File: src/design/rcr_pkg.sv
// Package for the radar coordinate rotation block: widths, CORDIC constants
// and the arctangent table. Used by every module in design/.
`default_nettype none

package rcr_pkg;

	localparam int COORD_WIDTH   = 16;
	localparam int CORDIC_STAGES = 16;

	// fraction bits added to coordinates inside the CORDIC
	localparam int GUARD_BITS = 16;
	// extra integer bits for CORDIC gain and vector growth
	localparam int GROW_BITS  = 3;

	localparam int TILT_WIDTH  = 15;
	localparam int ANGLE_WIDTH = 24;   // accumulator, units of 2^-20 rad
	localparam int ANGLE_SHIFT = 7;    // Q2.13 -> 2^-20
	localparam int ANGLE_MAX   = 12868;

	// round(0.6072529350 * 2^16), 17 bits signed
	localparam int GAIN_WIDTH = 17;
	localparam logic signed [GAIN_WIDTH-1:0] GAIN_Q16 = 17'sd39797;

	typedef logic signed [ANGLE_WIDTH-1:0] angle_t;

	// round(atan(2^-i) * 2^20)
	function automatic angle_t atan_lut(input logic [4:0] idx);
		angle_t v;
		case (idx)
			5'd0:    v = 24'sd823550;
			5'd1:    v = 24'sd486170;
			5'd2:    v = 24'sd256879;
			5'd3:    v = 24'sd130396;
			5'd4:    v = 24'sd65451;
			5'd5:    v = 24'sd32757;
			5'd6:    v = 24'sd16383;
			5'd7:    v = 24'sd8192;
			5'd8:    v = 24'sd4096;
			5'd9:    v = 24'sd2048;
			5'd10:   v = 24'sd1024;
			5'd11:   v = 24'sd512;
			5'd12:   v = 24'sd256;
			5'd13:   v = 24'sd128;
			5'd14:   v = 24'sd64;
			5'd15:   v = 24'sd32;
			5'd16:   v = 24'sd16;
			5'd17:   v = 24'sd8;
			5'd18:   v = 24'sd4;
			5'd19:   v = 24'sd2;
			5'd20:   v = 24'sd1;
			5'd21:   v = 24'sd1;
			default: v = 24'sd0;
		endcase
		return v;
	endfunction

endpackage

`default_nettype wire

File: src/design/rcr_angle_path.sv
// Angle accumulator pipeline: clamps the tilt, negates it and produces the
// per-stage rotation directions shared by all lanes. Depends on rcr_pkg.
`default_nettype none

module rcr_angle_path #(
	parameter int STAGES = rcr_pkg::CORDIC_STAGES
) (
	input  wire logic                                  clk,
	input  wire logic signed [rcr_pkg::TILT_WIDTH-1:0] tilt,
	output logic             [STAGES-1:0]              dir
);

	localparam int ZW = rcr_pkg::ANGLE_WIDTH;

	localparam logic signed [rcr_pkg::TILT_WIDTH-1:0] TiltHi =
		rcr_pkg::TILT_WIDTH'(rcr_pkg::ANGLE_MAX);
	localparam logic signed [rcr_pkg::TILT_WIDTH-1:0] TiltLo =
		rcr_pkg::TILT_WIDTH'(-rcr_pkg::ANGLE_MAX);

	logic signed [rcr_pkg::TILT_WIDTH-1:0] tilt_c;
	rcr_pkg::angle_t                       z_init;
	rcr_pkg::angle_t                       z_s [0:STAGES-1];

	always_comb begin
		if (tilt > TiltHi) begin
			tilt_c = TiltHi;
		end else if (tilt < TiltLo) begin
			tilt_c = TiltLo;
		end else begin
			tilt_c = tilt;
		end
		z_init = -(ZW'(tilt_c) <<< rcr_pkg::ANGLE_SHIFT);
	end

	always_ff @(posedge clk) begin
		z_s[0] <= z_init;
	end

	genvar i;
	generate
		for (i = 0; i < STAGES; i++) begin : g_dir
			// zero counts as non-negative: counterclockwise
			assign dir[i] = ~z_s[i][ZW-1];
		end
		for (i = 0; i < STAGES - 1; i++) begin : g_stage
			always_ff @(posedge clk) begin
				if (dir[i]) begin
					z_s[i+1] <= z_s[i] - rcr_pkg::atan_lut(5'(i));
				end else begin
					z_s[i+1] <= z_s[i] + rcr_pkg::atan_lut(5'(i));
				end
			end
		end
	endgenerate

endmodule

`default_nettype wire

File: config.mk
export PLATFORM = sky130hd
export DESIGN_NAME = rcr_angle_path
export DESIGN_NICKNAME = d
export VERILOG_FILES = /design/src/design/rcr_pkg.sv /design/src/design/rcr_angle_path.sv
export SDC_FILE = /design/constraint.sdc
export NUM_CORES = 1
export LEC_CHECK = 0
export BUFFER_PORTS_ARGS = -buffer_cell sky130_fd_sc_hd__buf_2
export CAP_MARGIN = 20
export CELL_PAD_IN_SITES_DETAIL_PLACEMENT = 1
export CELL_PAD_IN_SITES_GLOBAL_PLACEMENT = 1
export CORE_MARGIN = 1.5
export CORE_UTILIZATION = 25
export CTS_BUF_LIST = sky130_fd_sc_hd__clkbuf_4
export DETAILED_ROUTE_END_ITERATION = 12
export GPL_ROUTABILITY_DRIVEN = 0
export HOLD_SLACK_MARGIN = 0.12
export PLACE_DENSITY = 0.43
export SYNTH_ARGS = -nofsm -noshare
export SYNTH_HDL_FRONTEND = slang
export SYNTH_SLANG_ARGS = --single-unit
File: constraint.sdc
create_clock -name clk -period 4 [get_ports clk]
set_input_delay 0.6 -clock clk [delete_from_list [all_inputs] [get_ports clk]]
set_output_delay 0.6 -clock clk [all_outputs]
set_load 0.01 [all_outputs]
==> flow_summary.ini <==
[outcome]
status = finished, final reports clean

[yosys]
synth-seq-area-share_pct = 35.3
synth_xor_area_share_pct = 10.4
yosys_warnings = 0
synth_nets = 2034
syn-cell-area_sq_um = 16700
synth_edf_count = 0
ys_seq_elements = 294
synth_top_family_by_area = compound AO/OA/AOI/OAI gates
synthCells = 1758
synth_simple_gate_area_share_pct = 10.7
ys_types = 65
synth.avg_cell_area_sq_um = 9.48
synthMuxAreaShare_pct = 0.120
synth_compound_area_share_pct = 21.6
synth_fa_ha_area_share_pct = 20.1
ys_async_sr_fraction_pct = 0
synth-main-ff-cell = dfxtp_1

[route]
drc = 0
first_pass_iters = 4
vias = 13000
avgRoutedWirePerCell_microns = 13.6
ant_nets = 0
via_per_inst = 4.58
wl_microns = 38600
drt_iter0_drc = 306

[sta]
finalSetupTns_ns = 0
fmax_mhz = 307
clock_skew_ns = 0.0733
worst-slew-pin-transition_ns = 0.681
fin_crit_sh_pct = 81.6
hold_viol = 0
maxSlewViolCount = 0
slew-limit-headroom_pct = 54.0
period_needed_ns = 3.26
setup_viol = 0
rsz0062_at_grt = no

[global_route]
grt_pass1_vias = 13800
track_usage_pct = 11.8
grt_max_degree = 18
antenna_found_initial = 2
grt_pass1_wl_microns = 66700
grt-ovfl-total = 0

[finish]
syn_to_final_growth_pct = 15.2
mostFrequentLayoutCell = dfxtp_1
reg_top3 = z_s: 294 flops
fin_nets = 2175
largest_reg_flops = 294
mostFrequentLayoutCells = dfxtp_1 (294), ha_1 (248), a21oi_1 (172)
top_register = z_s
drive_above_1_share_pct = 10.2

[cts]
insertion_delay_ns = 0.83
clock_path_buffers = 3
root_buffer = clkbuf_4
ctsHtreeMaxLevel = 3
clock-sinks = 294
post_cts_resized = 0
cts_setup_buffers = 0
clk_pin_slew_ns = 0.06
cts_tree = built
cts_inserted_buffers = 91

[floorplanning]
die-width_microns = 261
die_h_microns = 261
die_area_sq_um = 68200
ios = 32
start_util_pct = 25.3
core_sq_um = 65900
row_count = 94

[critical_path]
critical_path_buf_inv_count = 3
critPathMostFrequentCell = dlygate4sd3_1
cp_top_family = buffers and inverters
crit_arrival_ns = 3.94
crit_path_end_kind = flop
worst_ep_required_time_ns = 4.68
path_cells = dlygate4sd3_1 -> buf_2 -> a41o_1 -> a31oi_1 -> nor2_1 -> o31ai_1 -> ha_1 -> or4_1 -> o41ai_1 -> dlygate4sd3_1 -> nand2_1
crit_type = input pin to flop
crit_slowest_cell = or4_1
crit_path_max_incr_delay_ns = 0.65
worstSetupStartpointType = input pin
r2r_slack_ns = 0.89
path_max_fanout = 14

[hold_path]
holdCritPathClass = input pin to flop

[placement]
hpwlAfterDp_microns = 29900
port_buffers = 31

[flow_run]
maxCapViolCount = 0
==> tightest hold or removal path, stage by stage <==
cell and delay (ns):
buf_2 0.13, xor2_1 0.08, o21ai_0 0.15
==> final timing paths <==
| path | startpoint | end | cells after the start |
|---|---|---|---|
| min reg2reg | z_s[0][177] | z_s[1][9] | 0 |
| min | tilt[3] | z_s[0][10] | 3 |
| max | tilt[2] | z_s[0][22] | 11 |
| max reg2reg | z_s[0][71] | z_s[0][90] | 9 |
==> repair_timing <==
action,in CTS,in global routing
hold endpoints to repair,14,0
hold buffers,14,0
endpoints found under the setup margin,0,0
==> cell usage after synthesis (20+ instances only) <==
library cell,number,share of area (%)
a211oi_1,23,1.0
a21o_1,68,3.1
a21oi_1,172,5.2
and3_1,21,0.79
dfxtp_1,294,35
ha_1,248,19
inv_1,73,1.6
nand2_1,79,1.8
nand2b_1,20,0.75
nand3_1,33,0.99
nor2_1,116,2.6
nor2b_1,22,0.83
nor3_1,29,0.87
o21a_1,44,2.0
o21ai_0,96,2.9
o21bai_1,22,0.99
xnor2_1,133,7.0
xor2_1,65,3.4
==> metal layers <==
| layer | wire length (microns) | track usage [%] | vias to the layer above |
|---|---|---|---|
| met3 | 1310 | 3.10 | 76 |
| met4 | 936 | 4.10 | 0 |
| met1 | 17900 | 14.1 | 6053 |
| met5 | 0 | 0 | - |
| li1 | - | - | 6742 |
| met2 | 18400 | 20.2 | 103 |
==> through the flow <==
stage | hold WS [ns] | cells | area (sq um) | setup WS [ns] | util, %
after floorplan | 0.310 | 1758 | 16700 | 0.852 | -
after global placement | 0.311 | 2656 | 18000 | 0.627 | 27.3
after detailed placement | 0.313 | 2656 | 18000 | 0.633 | 27.3
after CTS | 0.124 | 2831 | 19200 | 0.832 | 29.1
after global routing | 0.143 | 2834 | 19200 | 0.619 | 29.1
final | 0.259 | 2834 | 19200 | 0.738 | 29.1
==> logic make-up after synthesis <==
family,count (synthesis)
compound gates,553
simple gates,371
flops,294
fa+ha+maj,260
xor+xnor,198
buf+inv,80
mux,2
==> final cells by class <==
class	instances	area [sq um]
Timing Repair Buffer	55	370
Fill cell	7660	46700
Multi-Input combinational cell	1384	10500
Clock inverter	39	179
Antenna cell	3	7.51
Inverter	73	274
Tap cell	864	1080
Sequential cell	294	5890
Clock buffer	122	916
Power is not shown: default switching activity piles up to over one toggle a cycle in this logic, so the estimate is an artifact.
